==> src/sv/tkpst_pkg.sv <==
package tkpst_pkg;

    localparam int METRIC_W      = 16;
    localparam int N_METRICS     = 7;
    localparam int SCORE_W       = 32;
    localparam int TAG_W         = 35;
    localparam int RANK_W        = 6;
    localparam int TOP_COUNT_DEF = 64;
    localparam int STEP_W        = 3;
    localparam int PROD_W        = SCORE_W + METRIC_W;

    localparam int IN_DATA_W  = ((N_METRICS * METRIC_W + TAG_W + 7) / 8) * 8;
    localparam int OUT_DATA_W = ((RANK_W + SCORE_W + TAG_W + 7) / 8) * 8;
    localparam int TAG_LSB    = N_METRICS * METRIC_W;

    localparam logic KIND_RECORD = 1'b0;
    localparam logic KIND_DUMP   = 1'b1;

    typedef logic [N_METRICS-1:0][METRIC_W-1:0] metric_vec_t;

    typedef struct packed {
        logic ins;
        logic rot;
    } cell_ctrl_t;

endpackage

==> src/sv/tkpst_cell.sv <==
module tkpst_cell
    import tkpst_pkg::*;
(
    input  logic               clk,
    input  logic               rst_n,
    input  cell_ctrl_t         ctrl,
    input  logic [SCORE_W-1:0] new_score,
    input  logic [TAG_W-1:0]   new_tag,
    input  logic               up_gt,
    input  logic [SCORE_W-1:0] up_score,
    input  logic [TAG_W-1:0]   up_tag,
    input  logic [SCORE_W-1:0] dn_score,
    input  logic [TAG_W-1:0]   dn_tag,
    output logic               gt,
    output logic [SCORE_W-1:0] score,
    output logic [TAG_W-1:0]   tag
);

    logic [SCORE_W-1:0] score_reg, score_next;
    logic [TAG_W-1:0]   tag_reg, tag_next;

    assign gt = new_score > score_reg;

    always_comb
    begin
        priority if (ctrl.ins && up_gt)
        begin
            score_next = up_score;
            tag_next   = up_tag;
        end
        else if (ctrl.ins && gt)
        begin
            score_next = new_score;
            tag_next   = new_tag;
        end
        else if (ctrl.rot)
        begin
            score_next = dn_score;
            tag_next   = dn_tag;
        end
        else
        begin
            score_next = score_reg;
            tag_next   = tag_reg;
        end
    end

    always_ff @(posedge clk or negedge rst_n)
    begin
        if (!rst_n)
        begin
            score_reg <= '0;
            tag_reg   <= '0;
        end
        else
        begin
            score_reg <= score_next;
            tag_reg   <= tag_next;
        end
    end

    assign score = score_reg;
    assign tag   = tag_reg;

endmodule

==> config.mk <==
export PLATFORM = sky130hd
export DESIGN_NAME = tkpst_cell
export DESIGN_NICKNAME = d
export VERILOG_FILES = /design/src/sv/tkpst_pkg.sv /design/src/sv/tkpst_cell.sv
export SDC_FILE = /design/constraint.sdc
export NUM_CORES = 1
export LEC_CHECK = 0
export ABC_AREA = 1
export BUFFER_PORTS_ARGS = -buffer_cell sky130_fd_sc_hd__buf_4
export CORE_UTILIZATION = 35
export DETAILED_ROUTE_END_ITERATION = 8
export PLACE_DENSITY = 0.62
export RECOVER_POWER = 25
export SETUP_SLACK_MARGIN = 0.05
export SYNTH_ARGS = -nofsm -noshare
export SYNTH_HDL_FRONTEND = slang
export SYNTH_SLANG_ARGS = --single-unit
==> constraint.sdc <==
create_clock -name clk -period 2.15 [get_ports clk]
set_input_delay 0.1075 -clock clk [delete_from_list [all_inputs] [get_ports clk]]
set_output_delay 0.1075 -clock clk [all_outputs]
set_load 0.02 [all_outputs]
# Yosys cells after proc, flatten, opt, wreduce, memory -nomap -nowiden
# Index checks and enable logic that the tools add are counted.
[word_totals]
ff_bits = 67
inputBits = 206
out_inout_bits = 68
word_cells = 12
[op_classes]
order_cmp = 1
mux = 6
n_reduce_logical = 3
[ops]
columns = ["cell", "count"]
rows = [
  ["$mux W35", 3],
  ["$mux W32", 3],
  ["$gt A32 B32 Y1", 1],
  ["$reduce_bool A3 Y1", 1],
  ["$logic_and A1 B1 Y1", 2],
]

# Depth between registers and ports, before layout
# Gate-level depths: netlist of run 1.
[depth]
word_depth = 4
mapped_depth = 20
depth_no_buf = 18

# Worst setup path after synthesis of run 1
# Ideal clock, no wire load.
[synth_path]
path_type = "register -> output"
start = "register score_reg[31], in the netlist score[31]"
end = "output gt"
arrival_ns = 2.137
required_time_ns = 2.043
setup_slack_ns = -0.094
path_stages_with_launch = 11
path_buffers = 2
cell_sequence = "dfrtp_1 -> inv_1 -> ha_1 -> nand2_1 -> nor2_1 -> nand2_1 -> nor2_1 -> nand2_1 -> buf_2 -> buf_2 -> a21boi_0"
[synth_via]
elab_chain_len = 1
[synth_lines]
columns = ["element", "line_no", "text"]
rows = [
  ["start, declared", "tkpst_cell.sv:19", "logic [SCORE_W-1:0] score_reg, score_next;"],
  ["start signal, assigned", "tkpst_cell.sv:57", "score_reg <= score_next;"],
  ["$gt A32 B32 Y1", "tkpst_cell.sv:22", "assign gt = new_score > score_reg;"],
  ["end, declared", "tkpst_cell.sv:14", "output logic gt,"],
]
# Every way passes these cells.

# Final worst setup path of run 1
[layout_path]
start = "register score_reg[21], in the netlist score[21]"
end = "register tag_reg[17], in the netlist tag[17]"
[layout_via]
elab_chain_len = 4
word_cells_on_any_way = 5
classes_between = "order compare: 1; mux: 2; reduce/logical: 2"
[layout_lines]
columns = ["element", "line_no", "text"]
rows = [
  ["$gt A32 B32 Y1 (*)", "tkpst_cell.sv:22", ""],
  ["$logic_and A1 B1 Y1 (*)", "tkpst_cell.sv:31", "else if (ctrl.ins && gt)"],
  ["$mux W35", "tkpst_cell.sv:31", ""],
  ["$mux W35", "tkpst_cell.sv:26", "priority if (ctrl.ins && up_gt)"],
  ["end signal, assigned", "tkpst_cell.sv:58", "tag_reg <= tag_next;"],
  ["end, declared", "tkpst_cell.sv:20", "logic [TAG_W-1:0] tag_reg, tag_next;"],
]
# Mark *: on every way between the ends. The rest lies on a longest branch, timed or not.
# A chain may end at the register's enable or synchronous reset.

==> run summary, run 1 <==
Total GRT Usage: 0.2797
M2 GR Usage: 0.4748
M1 GR Usage: 0.3479
post-synth top area cell: dfrtp_1
Setup WS post-layout: -0.1627 ns
DP Wirelength: 14,210 um
outcome: finished, violations left
Worst Path Required: 2.43 ns
compound-cell area share of the yosys netlist: 0.08333
gr busiest metal: met2
Synth Register Bits: 67
router iterations before antenna repair: 5
core area: 14,590 um^2
top post-synthesis cells by area: dfrtp_1, nand2_1, nand4_1
die area: 15,510 um^2
clock tree buffer depth: 2
mux contribution to synthesized area: 0
Overall Power: 7455 uW
hold slack: 0.05429 ns
Final Non-Filler Cells: 1,323
count of final setup violators: 68
first-pass GRT wire length: 34,200 um
CP arrival: 2.60 ns
Max-slew headroom: 0.3822
port bufs: 273
maximum number of pins on one net before global-route repair: 45
CTS tree: built
Final #Nets: 1,372
Synth Area in Adders: 0.07619
Hold/Removal Path Class: in -> reg
crit share post-route: 1.076
row count: 44
highest net fanout along the worst path: 12
critical path's slowest cell: dfrtp_1
WS Path Type: reg -> reg
CP Cell Sequence: inv_1 -> ha_1 -> nand2_1 -> nor2_2 -> nand4_1 -> nor2_4 -> nand2_2 -> nand2_4 -> nand3_4 -> clkbuf_16 -> clkbuf_16 -> a21oi_1 -> nand2_1 -> nand2_2
main combinational cell family by area after synthesis: simple AND/OR/NAND/NOR gates
final WL: 23,020 um
ANT nets after route: 0
vias: 6,888
Peak VDD IR: 0.0004418 V
Post-Synth Simple-Gate Area: 0.4281
residual overflow from global routing: 0
Syn Area/Cell: 6.440 um^2
CTS Root Cell: clkbuf_16
Die X: 124.5 um
layout cell share with drive strength beyond 1: 0.4618
fmax: 0.4324 GHz
WL per Instance: 17.40 um
Hold Fails Final Rpt: 0
min Tclk post-route: 2.313 ns
synthesized cell area: 5255 um^2
vias in the first global route: 6,593
Pwr Density: 789.7 nW/um^2
DIE HEIGHT: 124.5 um
syn_nets: 1,054
Cells after Synth: 816
critical path launch point type: register
DRT iter0 DRCs: 476
Worst-Margin Slew: 0.9268 ns
failing checks: negative setup slack
register area share after synthesis: 0.3190
met3 track demand over resource: 0.05112
Synth Area in XOR/XNOR: 0
Synth warnings: 0
fillers: 1,305
unrepaired setup endpoints after global routing: yes
GP Congestion: 0.8291
Post-Route Skew: 0.005482 ns
final-report max-slew violation count: 0
Placed Cells: 1,268
Clock Latency Late Sink: 0.34 ns
Num CTS Buffers: 9
post-synth top area share: 0.3190
total I/O pin count: 274
Area growth syn-to-layout: 79.64%
final instance area: 9440 um^2
initial core utilization: 0.3602
total of max-cap violations: 0
DRC Markers: 0
number of flip-flops in the largest register: 35
dpl cell area: 7838 um^2
Crit. End Element: register
post-layout util: 0.6471
H-Tree Depth: 3
Synth cell types: 20
clock-pin slew on the worst setup and hold paths: 0.06 ns
Leak: 0.005061 uW
initial antenna violation count: 0
Ant. Diodes: 0
Via density: 5.206
Crit path largest cell delay: 0.35 ns
# clock sinks: 67
-- layout make-up --
cell class,instances,area [um^2],area share
repair buffers,370,3378,0.3579
multi-input cells,644,3704,0.3923
repair inverters,1,11.26,0.001193
clock inverters,2,10.01,0.001060
well taps,184,230.2,0.02439
flip-flops and latches,67,1677,0.1776
clock buffers,14,264.0,0.02797
inverters,41,166.4,0.01763
-- power by group --
group,leakage [uW],total (uW),switching (uW),internal (uW)
registers,0.000798,1790,217,1580
logic,0.00413,4270,2270,1990
clock network,0.000137,1400,554,841
-- synthesized netlist by cell type --
cell type	instances
nand2_1	307
clkbuf_1	38
inv_1	37
buf_4	3
nand3_4	1
inv_2	4
nand4_1	69
o21a_1	1
a21o_1	1
ha_1	32
a21boi_0	1
nand3_1	69
dfrtp_1	67
nand2_2	1
o21ai_0	1
buf_6	9
a21oi_1	81
nor2_1	79
buf_2	14
o21ai_1	1
-- metal layers --
| layer | wire [um] | vias up |
|---|---|---|
| met1 | 9761 | 3200 |
| met4 | 845 | 0 |
| met3 | 1480 | 53 |
| met5 | 0 | - |
| met2 | 10930 | 285 |
| li1 | - | 3350 |
-- timing repair --
action	CTS	global route
pin swaps	37	53
hold buffers	1	0
setup buffers	20	4
endpoints found under the hold margin	29	0
resized for setup	71	128
setup endpoints to repair	68	68
gates cloned	11	10
-- stage by stage --
step,setup TNS [ns],setup WS [ns]
2_1_floorplan,0,0.04923
3_3_place_gp,-0.01161,-0.005904
3_5_place_dp,-1.465,-0.04583
4_1_cts,-0.9780,-0.05373
5_1_grt,-13.33,-0.2593
6_report,-6.417,-0.1627
-- cells by family (layout without fill, tap and decap cells) --
group | count (synthesis) | count (layout)
buf+inv | 105 | 428
fa+ha+maj | 32 | 32
flops | 67 | 67
simple gates | 526 | 526
compound gates | 86 | 86
-- worst max-delay path: cells and delay by family, from the launching register on --
kind / cells / cell delay (ns)
fa+ha+maj: 1 / 0.29
flops: 1 / 0.35
compound gates: 1 / 0.17
simple gates: 9 / 0.97
buf+inv: 3 / 0.45
-- final timing paths --
path | slack (ns) | cells after the start | startpoint | to
min reg2reg | 0.48 | 2 | tag[11] | tag[11]
max | -0.16 | 14 | score[21] | tag[17]
min in group asynchronous | 0.37 | 2 | rst_n | tag[0]
max in group asynchronous | 0.37 | 3 | rst_n | score[0]
min | 0.05 | 5 | dn_tag[7] | tag[7]
max reg2reg | -0.16 | 14 | score[21] | tag[17]
-- placed cells by master (no fill, tap or decap), drive strengths merged, types with 2 or more instances in the layout --
| cell type | synthesis | layout |
|---|---|---|
| o21ai | 2 | 2 |
| nand3 | 70 | 70 |
| ha | 32 | 32 |
| nand2 | 308 | 308 |
| buf | 26 | 359 |
| clkbuf | 38 | 24 |
| nor2 | 79 | 79 |
| a21oi | 81 | 81 |
| inv | 41 | 41 |
| clkinv | 0 | 3 |
| dfrtp | 67 | 67 |
| nand4 | 69 | 69 |
(Power assumes the default switching activity.)
==> run 2, diff against run 1 <==
Settings changed: CTS_BUF_LIST set to sky130_fd_sc_hd__clkbuf_16.
==> run 2 against run 1 <==
Against the previous run: the run still ends with negative setup slack left; critical path depth up 2; worst hold slack better by 0.0052 ns; count of clock-buffer cells in the layout down 5; clock skew up 0.0026 ns; combinational power about the same; routed wire length down 3.5%; final cell count down 0.30%; critical endpoint is now score[13]; highest routed layer unchanged.
==> run summary, run 2 (synthesis gave the netlist of run 1 again) <==
min Tclk post-route: 2.245 ns (-0.06793 ns)
vias: 6,832 (-0.81%)
Hold Fails Final Rpt: 0 (unchanged)
clock-pin slew on the worst setup and hold paths: 0.06 ns (about the same)
critical path's slowest cell: dfrtp_1
top routing layer used: met4
Crit. End Element: register
total I/O pin count: 274 (unchanged)
CP Cell Sequence: inv_1 -> ha_1 -> nand2_1 -> nor2_2 -> nand2_1 -> nor2_2 -> nand2_2 -> nand2_4 -> nand3_4 -> buf_6 -> nand2_4 -> inv_8 -> buf_12 -> clkbuf_16 -> nand2_1 -> nand2_1
DRC Markers: 0 (unchanged)
vias in the first global route: 6,620 (+0.41%)
WL met3: 1321 um (-11%)
final WL: 22,210 um (-3.5%)
Die X: 124.5 um (unchanged)
WL per Instance: 16.84 um (-3.2%)
core area: 14,590 um^2 (unchanged)
WS Path Type: reg -> reg
initial core utilization: 0.3602 (unchanged)
crit share post-route: 1.044 (-0.03159)
Overall Power: 7345 uW (-1.5%)
Placed Cells: 1,268 (unchanged)
Max-slew headroom: 0.3715 (-0.01067)
port bufs: 273 (unchanged)
fillers: 1,345 (+3.1%)
Via density: 5.180 (-0.51%)
final-report max-slew violation count: 0 (unchanged)
Peak VDD IR: 0.0004342 V (-1.7%)
M1 WL: 9362 um (-4.1%)
critical path launch point type: register
met2 routed WL: 10,830 um (-0.99%)
residual overflow from global routing: 0 (unchanged)
unrepaired setup endpoints after global routing: yes
Post-Route Skew: 0.008048 ns (+0.002567 ns)
highest net fanout along the worst path: 6 (-6)
Leak: 0.005001 uW (-1.2%)
DP Wirelength: 14,210 um (unchanged)
cell mode on critical path: nand2_1
total of max-cap violations: 0 (unchanged)
# clock sinks: 67 (unchanged)
die area: 15,510 um^2 (unchanged)
GP Congestion: 0.8291 (unchanged)
H-Tree Depth: 3 (unchanged)
worst hold start: dn_tag[32]
Num CTS Buffers: 9 (unchanged)
DRT iter0 DRCs: 394 (-17%)
CTS Root Cell: clkbuf_16
worst flop-to-flop path startpoint: score[29]
CP arrival: 2.47 ns (-0.13 ns)
Worst-Margin Slew: 0.9428 ns (+0.01600 ns)
failing checks: negative setup slack
Pwr Density: 790.0 nW/um^2 (about the same)
Clock Latency Late Sink: 0.34 ns (about the same)
first-pass GRT wire length: 34,130 um (-0.20%)
Final Non-Filler Cells: 1,319 (-0.30%)
hold slack: 0.05952 ns (+0.005232 ns)
fmax: 0.4455 GHz (+3.0%)
DIE HEIGHT: 124.5 um (unchanged)
Hold/Removal Path Class: in -> reg
clock tree buffer depth: 2 (unchanged)
Total GRT Usage: 0.2787 (-0.0009921)
most frequent cells in the layout: buf_4, nand2_1, nor2_1, nand4_1
total negative slack: -2.660 ns (+3.758 ns)
Crit path largest cell delay: 0.35 ns (about the same)
crit path launch: score[29]
Final #Nets: 1,368 (-0.29%)
CTS tree: built
Setup WS post-layout: -0.09478 ns (+0.06793 ns)
count of final setup violators: 57 (-16%)
Worst Path Required: 2.38 ns (-0.05 ns)
ANT nets after route: 0 (unchanged)
Ant. Diodes: 0 (unchanged)
row count: 44 (unchanged)
router iterations before antenna repair: 4 (-1)
maximum number of pins on one net before global-route repair: 45 (unchanged)
layout cell share with drive strength beyond 1: 0.4502 (-0.01159)
initial antenna violation count: 0 (unchanged)
outcome: finished, violations left
Area growth syn-to-layout: 76.93%
number of flip-flops in the largest register: 35 (unchanged)
commonest non-fill, non-tap cell in the layout: buf_4
-- run 2: changes by cell type in the layout (fill, tap and decap cells not counted), sizes merged --
| cell | previous run | this run |
|---|---|---|
| clkinv | 3 | 4 |
| bufbuf | 0 | 1 |
| inv | 41 | 44 |
| clkbuf | 24 | 15 |
-- run 2: layer usage --
metal / up-vias / global-route usage
met5: - / 0
met4: 0 / 0.1347
met3: 43 / 0.05369
met2: 268 / 0.4586
met1: 3170 / 0.3491
li1: 3351 / -
-- run 2: through the flow --
step	instance area (um^2)	worst slack [ns]	utilization
floorplan	5255	0.04923	-
global placement	7838	-0.005904	0.5372
detailed placement	7838	-0.04583	0.5372
CTS	8767	-0.05906	0.6009
global route	9298	-0.2083	0.6373
finish	9298	-0.09478	0.6373
-- run 2: power by group --
group / leakage [uW] / switching [uW] / internal, uW / total, uW
combinational: 0.00407 / 2240 / 2010 / 4250
sequential: 0.000798 / 219 / 1580 / 1800
clock: 0.000138 / 539 / 755 / 1290
total: 0.00500 / 3000 / 4340 / 7350
-- run 2: cell type report --
type                    instances  area, um^2  share of cell area
clock inverters                 7       28.78            0.003095
repair buffers                367        3323              0.3574
multi-input cells             644        3652              0.3928
flip-flops and latches         67        1677              0.1803
well taps                     184       230.2             0.02476
clock buffers                   9       225.2             0.02422
inverters                      41       161.4             0.01736
-- run 2: worst max-delay path, delay by kind of cell (launching register included) --
kind	cells	cell delay (ns)
and+or+nand+nor	10	0.92
buffers and inverters	5	0.57
DFF	1	0.35
adders and majority gates	1	0.28
-- run 2: timing repair --
item,in CTS,in global routing
hold buffers,1,0
cloned,11,5
pin swaps,24,53
resized for setup,56,123
endpoints found under the hold margin,29,0
buffers inserted,15,8
setup endpoints to repair,68,68
-- run 2: path summary, 6_finish.rpt --
check,endpoint,slack [ns],depth (start not counted)
worst max-delay path,score[13],-0.09,16
worst min-delay path,tag[32],0.06,5
worst max register to register,score[13],-0.09,16
worst min register to register,tag[20],0.48,2
max in group asynchronous,score[0],0.35,3
min in group asynchronous,tag[0],0.38,2
