File: src/sv/tkpst_pkg.sv
package tkpst_pkg;

    localparam int METRIC_W      = 16;
    localparam int N_METRICS     = 7;
    localparam int SCORE_W       = 32;
    localparam int TAG_W         = 35;
    localparam int RANK_W        = 6;
    localparam int TOP_COUNT_DEF = 64;
    localparam int STEP_W        = 3;
    localparam int PROD_W        = SCORE_W + METRIC_W;

    localparam int IN_DATA_W  = ((N_METRICS * METRIC_W + TAG_W + 7) / 8) * 8;
    localparam int OUT_DATA_W = ((RANK_W + SCORE_W + TAG_W + 7) / 8) * 8;
    localparam int TAG_LSB    = N_METRICS * METRIC_W;

    localparam logic KIND_RECORD = 1'b0;
    localparam logic KIND_DUMP   = 1'b1;

    typedef logic [N_METRICS-1:0][METRIC_W-1:0] metric_vec_t;

    typedef struct packed {
        logic ins;
        logic rot;
    } cell_ctrl_t;

endpackage

File: src/sv/tkpst_mul.sv
module tkpst_mul
    import tkpst_pkg::*;
(
    input  logic               clk,
    input  logic               rst_n,
    input  logic               start,
    input  metric_vec_t        metrics,
    output logic               done,
    output logic [SCORE_W-1:0] score
);

    localparam logic [STEP_W-1:0] FIRST_STEP = STEP_W'(1);
    localparam logic [STEP_W-1:0] LAST_STEP  = STEP_W'(N_METRICS - 1);

    logic [STEP_W-1:0]  step_reg, step_next;
    logic               busy_reg, busy_next;
    logic               done_reg, done_next;
    metric_vec_t        metrics_reg;
    logic [SCORE_W-1:0] acc_reg;
    logic [PROD_W-1:0]  prod;

    assign prod = {{METRIC_W{1'b0}}, acc_reg} * {{SCORE_W{1'b0}}, metrics_reg[step_reg]};

    always_comb
    begin
        step_next = step_reg;
        busy_next = busy_reg;
        done_next = 1'b0;
        if (start)
        begin
            step_next = FIRST_STEP;
            busy_next = 1'b1;
        end
        else if (busy_reg)
        begin
            if (step_reg == LAST_STEP)
            begin
                busy_next = 1'b0;
                done_next = 1'b1;
            end
            else
            begin
                step_next = step_reg + STEP_W'(1);
            end
        end
    end

    always_ff @(posedge clk or negedge rst_n)
    begin
        if (!rst_n)
        begin
            step_reg <= FIRST_STEP;
            busy_reg <= 1'b0;
            done_reg <= 1'b0;
        end
        else
        begin
            step_reg <= step_next;
            busy_reg <= busy_next;
            done_reg <= done_next;
        end
    end

    // first product is exact, later ones drop 16 fraction bits
    always_ff @(posedge clk)
    begin
        if (start)
        begin
            metrics_reg <= metrics;
            acc_reg     <= {{(SCORE_W - METRIC_W){1'b0}}, metrics[0]};
        end
        else if (busy_reg)
        begin
            if (step_reg == FIRST_STEP)
            begin
                acc_reg <= prod[SCORE_W-1:0];
            end
            else
            begin
                acc_reg <= prod[PROD_W-1:METRIC_W];
            end
        end
    end

    assign done  = done_reg;
    assign score = acc_reg;

endmodule

File: config.mk
export PLATFORM = sky130hd
export DESIGN_NAME = tkpst_mul
export DESIGN_NICKNAME = d
export VERILOG_FILES = /design/src/sv/tkpst_pkg.sv /design/src/sv/tkpst_mul.sv
export SDC_FILE = /design/constraint.sdc
export NUM_CORES = 1
export LEC_CHECK = 0
export BUFFER_PORTS_ARGS = -buffer_cell sky130_fd_sc_hd__buf_2
export CAP_MARGIN = 5
export CELL_PAD_IN_SITES_DETAIL_PLACEMENT = 1
export CELL_PAD_IN_SITES_GLOBAL_PLACEMENT = 1
export CORE_ASPECT_RATIO = 1.5
export CORE_UTILIZATION = 50
export DETAILED_ROUTE_END_ITERATION = 8
export HOLD_SLACK_MARGIN = 0.1
export PLACE_DENSITY = 0.95
export SETUP_SLACK_MARGIN = 0.05
export SLEW_MARGIN = 20
export SYNTH_ARGS = -nofsm -noshare
export SYNTH_HDL_FRONTEND = slang
export SYNTH_SLANG_ARGS = --single-unit
File: constraint.sdc
create_clock -name clk -period 18.3 [get_ports clk]
set_input_delay 0.915 -clock clk [delete_from_list [all_inputs] [get_ports clk]]
set_output_delay 0.915 -clock clk [all_outputs]
set_load 0.02 [all_outputs]
# After elaboration in Yosys (flattened, before gate mapping)
# Cells that the tools add are included.
[totals] ff_bits=149 word_cells=34
[classes] add_sub_neg=1 mul=1 order_cmp=1 eq_ne=3 n_mux=14 n_reduce_logical=2
[op_table] operator="16-bit binary-select mux with 3-bit select" count=1
[op_table] operator="32-bit by 16-bit multiplier with 48-bit output" count=1
[op_table] operator="16-bit 2-to-1 mux" count=3
[op_table] operator="32-bit 2-to-1 mux" count=1
[op_table] operator="3-bit 2-to-1 mux" count=3
[op_table] operator="1-bit 2-to-1 mux" count=6
[op_table] operator="3-bit by 4-bit less-than comparator with 1-bit output, second input constant" count=1
[op_table] operator="3-bit by 1-bit adder with 3-bit output, second input constant" count=1
[op_table] operator="3-bit by 1-bit equality test with 1-bit output, second input constant" count=1
[op_table] operator="3-bit equality test, second input constant" count=1
[op_table] operator="2-bit inequality test, second input constant" count=1
[op_table] operator="2-bit AND reduction" count=1
[op_table] operator="2-bit nonzero test" count=1

# Longest topological paths before layout
# Gate-level depths: netlist (run 1).
[depth] ltp_word=6 mapped_depth=32

# Worst setup path after synthesis (run 1)
# No wires, ideal clock.
[synth_timing] path_type="register to register" start="register step_reg[0]" end="register acc_reg[19] (netlist: score[19])" setup_ns=0.103 t_arrival_ns=7.507 required_ns=18.197 path_slack_ns=10.690 path_stages_with_launch=30 cell_sequence="dfstp_2 > buf_2 > buf_2 > buf_2 > mux2i_1 > nor2_1 > a21oi_1 > a21oi_1 > clkbuf_1 > nand2_1 > fa_1 > fa_1 > inv_1 > fa_1 > fa_1 > fa_1 > inv_1 > fa_1 > inv_1 > ha_1 > buf_2 > and4_1 > nand3_1 > o211a_1 > or3_4 > a21o_1 > a211o_1 > mux2i_1 > nor2_1 > a2111oi_2"
[synth_between] elab_chain_len=4 elab_cells_between_ends=5 cone_classes="1 x mul; 1 x eq/ne; 3 x mux"
[synth_rtl] element="start: declaration" line="tkpst_mul.sv:15" source="logic [STEP_W-1:0] step_reg, step_next;"
[synth_rtl] element="start signal: assignment" line="tkpst_mul.sv:58" source="step_reg <= step_next;"
[synth_rtl] element="16-bit binary-select mux with 3-bit select" line="tkpst_mul.sv:22" source="assign prod = {{METRIC_W{1'b0}}, acc_reg} * {{SCORE_W{1'b0}}, metrics_reg[step_reg]};"
[synth_rtl] element="16-bit 2-to-1 mux (implied by the code)" line="tkpst_mul.sv:22"
[synth_rtl] element="32-bit by 16-bit multiplier with 48-bit output" line="tkpst_mul.sv:22"
[synth_rtl] element="32-bit 2-to-1 mux (*)" line="tkpst_mul.sv:74" source="if (step_reg == FIRST_STEP)"
[synth_rtl] element="end signal: assignment" line="tkpst_mul.sv:70" source="acc_reg <= {{(SCORE_W - METRIC_W){1'b0}}, metrics[0]};"
[synth_rtl] element="end signal: assignment" line="tkpst_mul.sv:76" source="acc_reg <= prod[SCORE_W-1:0];"
[synth_rtl] element="end signal: assignment" line="tkpst_mul.sv:80" source="acc_reg <= prod[PROD_W-1:METRIC_W];"
[synth_rtl] element="end: declaration" line="tkpst_mul.sv:19" source="logic [SCORE_W-1:0] acc_reg;"
# Mark *: on every way between the ends. The rest lies on a longest branch, timed or not. The select of a mux whose other input is x is not followed.
# A chain may end at the register's enable or synchronous reset.

# Final worst setup path (run 1)
[layout_timing] start="register step_reg[1]" end="register acc_reg[29] (netlist: score[29])"
# The elaborated chain is that of the path after synthesis.

==> metrics, run 1 <==
status completed; ys flop type edfxtp_1; layout cell share with drive strength beyond 1 0.106; syn nets ~2,900; Sink Count between 100 and 150; Crit path max-delay family adder cells; Fin. Hold Viols 0; post-synthesis average cell area roughly 9.7 sq um; post-route minimum period roughly 9.4 ns; overall global routing resource usage 0.379; Mapped Cells 2,277; Max Cap Viol 0; Post-synth EDFFs 128; Worst Path Buf+Inv 7; Top cell by count, worst path fa_1; nets about 3,000; std cell rows between 90 and 100; gpl congestion 0.906; max reg flops between 100 and 150; die height roughly 260 um; crit-path max FO 36; WP data required about 19 ns; Post-DP HPWL ~58 mm; post-synthesis sequential area ratio 0.194; CTS Root Cell clkbuf_16; vias 18,200; Max Clock Freq between 100 and 150 MHz; H-tree levels 4; critical path arrival 9.74 ns; Setup TNS 0 ns; CTS tree built; GRT overflow 0; I/O Buffers 147; WL per Instance between 20 and 30 um; relative slew slack 0.210; synth top area cells fa_1 38%, edfxtp_1 17%, inv_1 7.1%, ha_1 7.0%, nand2_1 6.3%; fin crit share 0.514; I/O Pins around 150; worst setup path class reg -> reg; Ys Warns 0; CP endpoint kind flop; largest net degree at the start of global routing 89; DRT iter0 DRCs 1,214; number of global-route vias before repair around 22,000; final setup fails 0; DR vias/cell between 6 and 7; Max Root-Sink Buffers 2; Area Overhead vs Synth 8.26%; die width about 170 um; Final ANT Viol Nets 0; fin area roughly 24,000 sq um; first-pass GRT wire length roughly 130 mm; Core ar. about 44,000 sq um; dpl cell area roughly 23,000 sq um; r2r setup slk roughly 8.9 ns; initial antenna violation count 1; Initial Utilization 0.505; commonest non-fill, non-tap cell in the layout fa_1; post-synth top area share 0.379; setup bufs post-CTS 0; # DRC 0; Slew @ Worst Pin around 1.2 ns; Reg clk slew, reported paths 0.07 ns; Synth Cell Area 22,100 sq um; Startpoint Class flop; Yosys top cell by area fa_1; 1st-pass router iterations 8; synth unique cells 58; #FFs+latches synth about 150; Routed WL roughly 80 mm; Clock Latency Late Sink roughly 0.46 ns; Post-CTS Hold Buffers 0; cts bufs inserted 17; Slew Limit Fails 0; Synth async-reset ratio 0.0336; n_diodes 0; final setup skew ~0.015 ns; PostCTS Resize Cnt 0; full die area ~45,000 sq um; RSZ-0062 raised after global routing false; slowest CP cell nor2_1; hold crit path type in -> async; commonest non-fill, non-tap cells in the layout 418 x fa_1, 417 x inv_1, 372 x nand2_1; CP max stage delay ~0.89 ns
-- routing by layer --
metal  track usage  vias up  share of wire  wire length [um]
li1              -     7153              -                 -
met1         0.371     9203           0.31             25300
met2         0.670     1289           0.51             41900
met3        0.0827      584          0.078              6400
met4         0.346        2           0.10              8400
met5             0        -        0.00016                13
-- logic make-up after synthesis --
logic type | share of synthesized area
fa+ha+maj | 0.448
mux | 0.0254
buf+inv | 0.0946
xor+xnor | 0.0167
compound gates | 0.0651
flops | 0.194
simple gates | 0.156
-- final cells by class --
| type | count | area, sq um |
|---|---|---|
| Clock buffer | 17 | 425 |
| Clock inverter | 15 | 188 |
| Fill cell | 4905 | 19800 |
| Inverter | 417 | 1570 |
| Multi-Input combinational cell | 1585 | 15800 |
| Sequential cell | 149 | 4290 |
| Tap cell | 576 | 721 |
| Timing Repair Buffer | 174 | 945 |
-- worst register-to-register path: cells and delay by family, from the launching register on --
| family | cells | cell delay (ns) |
|---|---|---|
| xor+xnor | 1 | 0.55 |
| compound gates | 7 | 1.75 |
| buf+inv | 7 | 1.27 |
| flops | 1 | 0.35 |
| simple gates | 5 | 2.00 |
| fa+ha+maj | 7 | 3.37 |
-- stage by stage --
stage	cells	hold slack, ns	utilization	setup slack (ns)
2_1_floorplan	2277	0.580	-	10.69
3_3_place_gp	2901	0.591	0.533	9.88
3_5_place_dp	2901	0.628	0.533	9.55
4_1_cts	2933	0.261	0.547	9.24
5_1_grt	2933	0.268	0.547	8.63
6_report	2933	0.270	0.547	8.90
-- path summary, 6_finish.rpt --
kind                             startpoint               to  cells past startpoint
worst max-delay path            step_reg[1]        score[29]                     27
worst min-delay path                  rst_n             done                      1
worst max register to register  step_reg[1]        score[29]                     27
worst min register to register     busy_reg        score[30]                      3
max in group asynchronous             rst_n      step_reg[0]                      1
min in group clk                metrics[66]  metrics_reg[66]                      1
-- cells in the mapped netlist, drive strengths merged (5+ instances only) --
cell and n:
a211oi 10, a21o 20, a21oi 98, a311oi 5
a31oi 8, and2 214, buf 20, clkbuf 106
dfxtp 16, edfxtp 128, fa 418, ha 123
inv 417, mux2i 20, mux4 16, nand2 372
nand2b 5, nand3 13, nand4 10, nor2 78
nor2b 7, nor3 11, o21a 5, o21ai 46
o21bai 10, o22ai 8, xnor2 28, xor2 14
Power of run 1 is not shown: default switching activity piles up to over one toggle a cycle in this logic, so the estimate is an artifact.
==> run 2, diff against run 1 <==
Settings changed: ABC_AREA set to 1, CORE_UTILIZATION 50 to 49.
Clock period 18.3 ns to 9.5 ns, I/O delays scaled along.
==> run 2 against run 1 <==
Compared with the run above:
- final cell count rose by 20%
- die area grew 8.3%
- count of clock-buffer cells in the layout stayed put
- non-clock buffer count shrank 5
- sequential share of layout area is 0.82 points lower
- utilization fell by 1.3 points
- highest routed layer is now met4
==> metrics, run 2 <==
CP endpoint kind flop; Max Clock Freq 112 MHz (+4.8%); number of global-route vias before repair 24,400 (+11%); cts bufs inserted 17 (unchanged); final setup fails 0 (unchanged); GRT overflow 0 (unchanged); 1st-pass router iterations 8 (unchanged); Max Cap Viol 0 (unchanged); vias 20,800 (+14%); status completed; CTS Root Cell clkbuf_16; Hold Crit Depth 1; overall global routing resource usage 0.394 (+0.0144); Reg2Reg Launch Point step_reg[0]; std cell rows 97 (+3.2%); final setup skew 0.0155 ns (+0.000743 ns); ys flop type edfxtp_1; Mapped Cells 2,816 (+24%); Synth async-reset ratio 0.0336 (unchanged); Routed WL 92.1 mm (+12%); r2r worst-path depth 24 (-11%); Setup TNS 0 ns (unchanged); die height 270 um (+4.1%); full die area 48,800 sq um (+8.3%); Clock Latency Late Sink 0.46 ns (about the same); Post-synth EDFFs 128 (unchanged); fin crit share 0.944 (+0.430); Startpoint Class flop; max reg flops 112 (unchanged); Cells after DPL 3,479 (+20%); Area Overhead vs Synth 6.80%; Fin. Hold Viols 0 (unchanged); RSZ-0062 raised after global routing false; I/O Buffers 147 (unchanged); Final ANT Viol Nets 0 (unchanged); Multi-input gate area 16,100 sq um (+1.9%); I/O Pins 148 (unchanged); Reg clk slew, reported paths 0.08 ns (about the same); FF-to-FF End score[9]; commonest non-fill, non-tap cell in the layout nand2_1; H-tree levels 4 (unchanged); DRT iter0 DRCs 1,390 (+14%); Max Root-Sink Buffers 2 (unchanged); largest net degree at the start of global routing 78 (-12%); Sequential Area 4290 sq um (about the same); post-synthesis average cell area 8.34 sq um (-14%); nets 3,561 (+19%); commonest non-fill, non-tap cells in the layout 676 x nand2_1, 630 x inv_1, 418 x fa_1; layout cell share with drive strength beyond 1 0.119 (+0.0128); WL per Instance 26.2 um (-6.2%); Sink Count 149 (unchanged); synth top area cells fa_1 36%, edfxtp_1 16%, nand2_1 11%, inv_1 10%, ha_1 6.6%; relative slew slack 0.304 (+0.0935); post-synthesis sequential area ratio 0.183 (-0.0114); most frequent cells after synthesis 676 x nand2_1, 630 x inv_1, 418 x fa_1; Slew Limit Fails 0 (unchanged); post-route minimum period 8.97 ns (-0.431 ns); crit-path max FO 52 (+44%); first-pass GRT wire length 142 mm (+13%); Yosys top cell by area fa_1; #FFs+latches synth 149 (unchanged); Synth Cell Area 23,500 sq um (+6.3%); Hold Crit Endpoint metrics_reg[56]; syn nets 3,472 (+18%); critical path arrival 9.15 ns (-0.59 ns); CTS tree built; Initial Utilization 0.500 (-0.00517); WP data required 9.68 ns (-8.96 ns); post-synth top area share 0.357 (-0.0223); post-layout instance count excluding filler cells 3,514 (+20%); Ys Warns 0 (unchanged); Core ar. 47,000 sq um (+7.4%); hold path start metrics[56]; worst setup path class reg -> reg; Post-DP HPWL 70.9 mm (+22%); # DRC 0 (unchanged); die width 181 um (+4.1%); cell with the most instances after synthesis nand2_1; r2r setup slk 0.53 ns (-8.37 ns); gpl congestion 0.991 (+9.5%); synth unique cells 42 (-28%); hold crit path type in -> reg; Slew @ Worst Pin 1.04 ns (-0.139 ns); DR vias/cell 5.93 (-4.7%); fill count 5,617 (+15%); initial antenna violation count 1 (unchanged)
run 2: through the flow:
| step | hold WS (ns) | util | cell area (sq um) | worst slack, ns |
|---|---|---|---|---|
| 2_1_floorplan | 0.179 | - | 23500 | 3.46 |
| 3_3_place_gp | 0.288 | 0.521 | 24500 | 1.30 |
| 3_5_place_dp | 0.297 | 0.521 | 24500 | 0.998 |
| 4_1_cts | 0.186 | 0.534 | 25100 | 0.796 |
| 5_1_grt | 0.178 | 0.534 | 25100 | 0.281 |
| 6_report | 0.184 | 0.534 | 25100 | 0.533 |
run 2: worst max path at each step:
| stage | start | to | slack, ns | cells past startpoint |
|---|---|---|---|---|
| floorplan | step_reg[0] | score[15] | 3.46 | 28 |
| global placement | step_reg[0] | score[18] | 1.30 | 27 |
| detailed placement | step_reg[0] | score[18] | 1.0 | 24 |
| CTS | step_reg[0] | score[9] | 0.80 | 23 |
| global route | step_reg[0] | score[9] | 0.28 | 23 |
| finish | step_reg[0] | score[9] | 0.53 | 24 |
run 2: metal layers:
layer | GRT usage | vias up | routed length, um
met1 | 0.409 | 10400 | 29900
met2 | 0.680 | 1330 | 45500
met5 | 0 | - | 0
li1 | - | 8534 | -
met3 | 0.0802 | 520 | 7450
met4 | 0.334 | 0 | 9150
run 2: cells by family (layout without fill, tap and decap cells):
group / Yosys count / after routing / share of synthesized area
compound gates: 197 / 197 / 0.0509
xor+xnor: 17 / 17 / 0.00634
fa+ha+maj: 541 / 541 / 0.422
buf+inv: 754 / 856 / 0.132
flops: 149 / 149 / 0.183
other cells: 0 / 2 / 0
simple gates: 1158 / 1158 / 0.205
run 2: final cells by class:
| type | instances | area share |
|---|---|---|
| inverter | 655 | 0.0983 |
| antenna | 2 | 0.000200 |
| timing repair buffer | 169 | 0.0361 |
| tap | 594 | 0.0296 |
| multi-input combinational | 1913 | 0.641 |
| clock buffer | 17 | 0.0170 |
| sequential | 149 | 0.171 |
| clock inverter | 15 | 0.00634 |
run 2: timing repair:
action,CTS,global route
gates resized for setup,0,0
hold buffers,1,0
endpoints found under the hold margin,5,0
setup buffers,0,0
run 2: critical path, stage by stage, from the launching register on:
cell and delay [ns]:
dfstp_2 1.23, inv_2 0.65, nor2_1 0.29, o211ai_1 0.18
nand2_2 0.42, buf_4 0.41, nor2_2 0.07, fa_1 0.49
inv_1 0.06, fa_1 0.49, fa_1 0.58, inv_1 0.08
fa_1 0.59, fa_1 0.45, fa_1 0.47, ha_1 0.44
nand2_1 0.15, nor2_1 0.26, nand2_1 0.13, nor2_1 0.11
nand2_1 0.11, nand3_1 0.29, nand2_1 0.16, a21oi_1 0.32
o21ai_0 0.19
Power of run 2 is left out for the same reason.
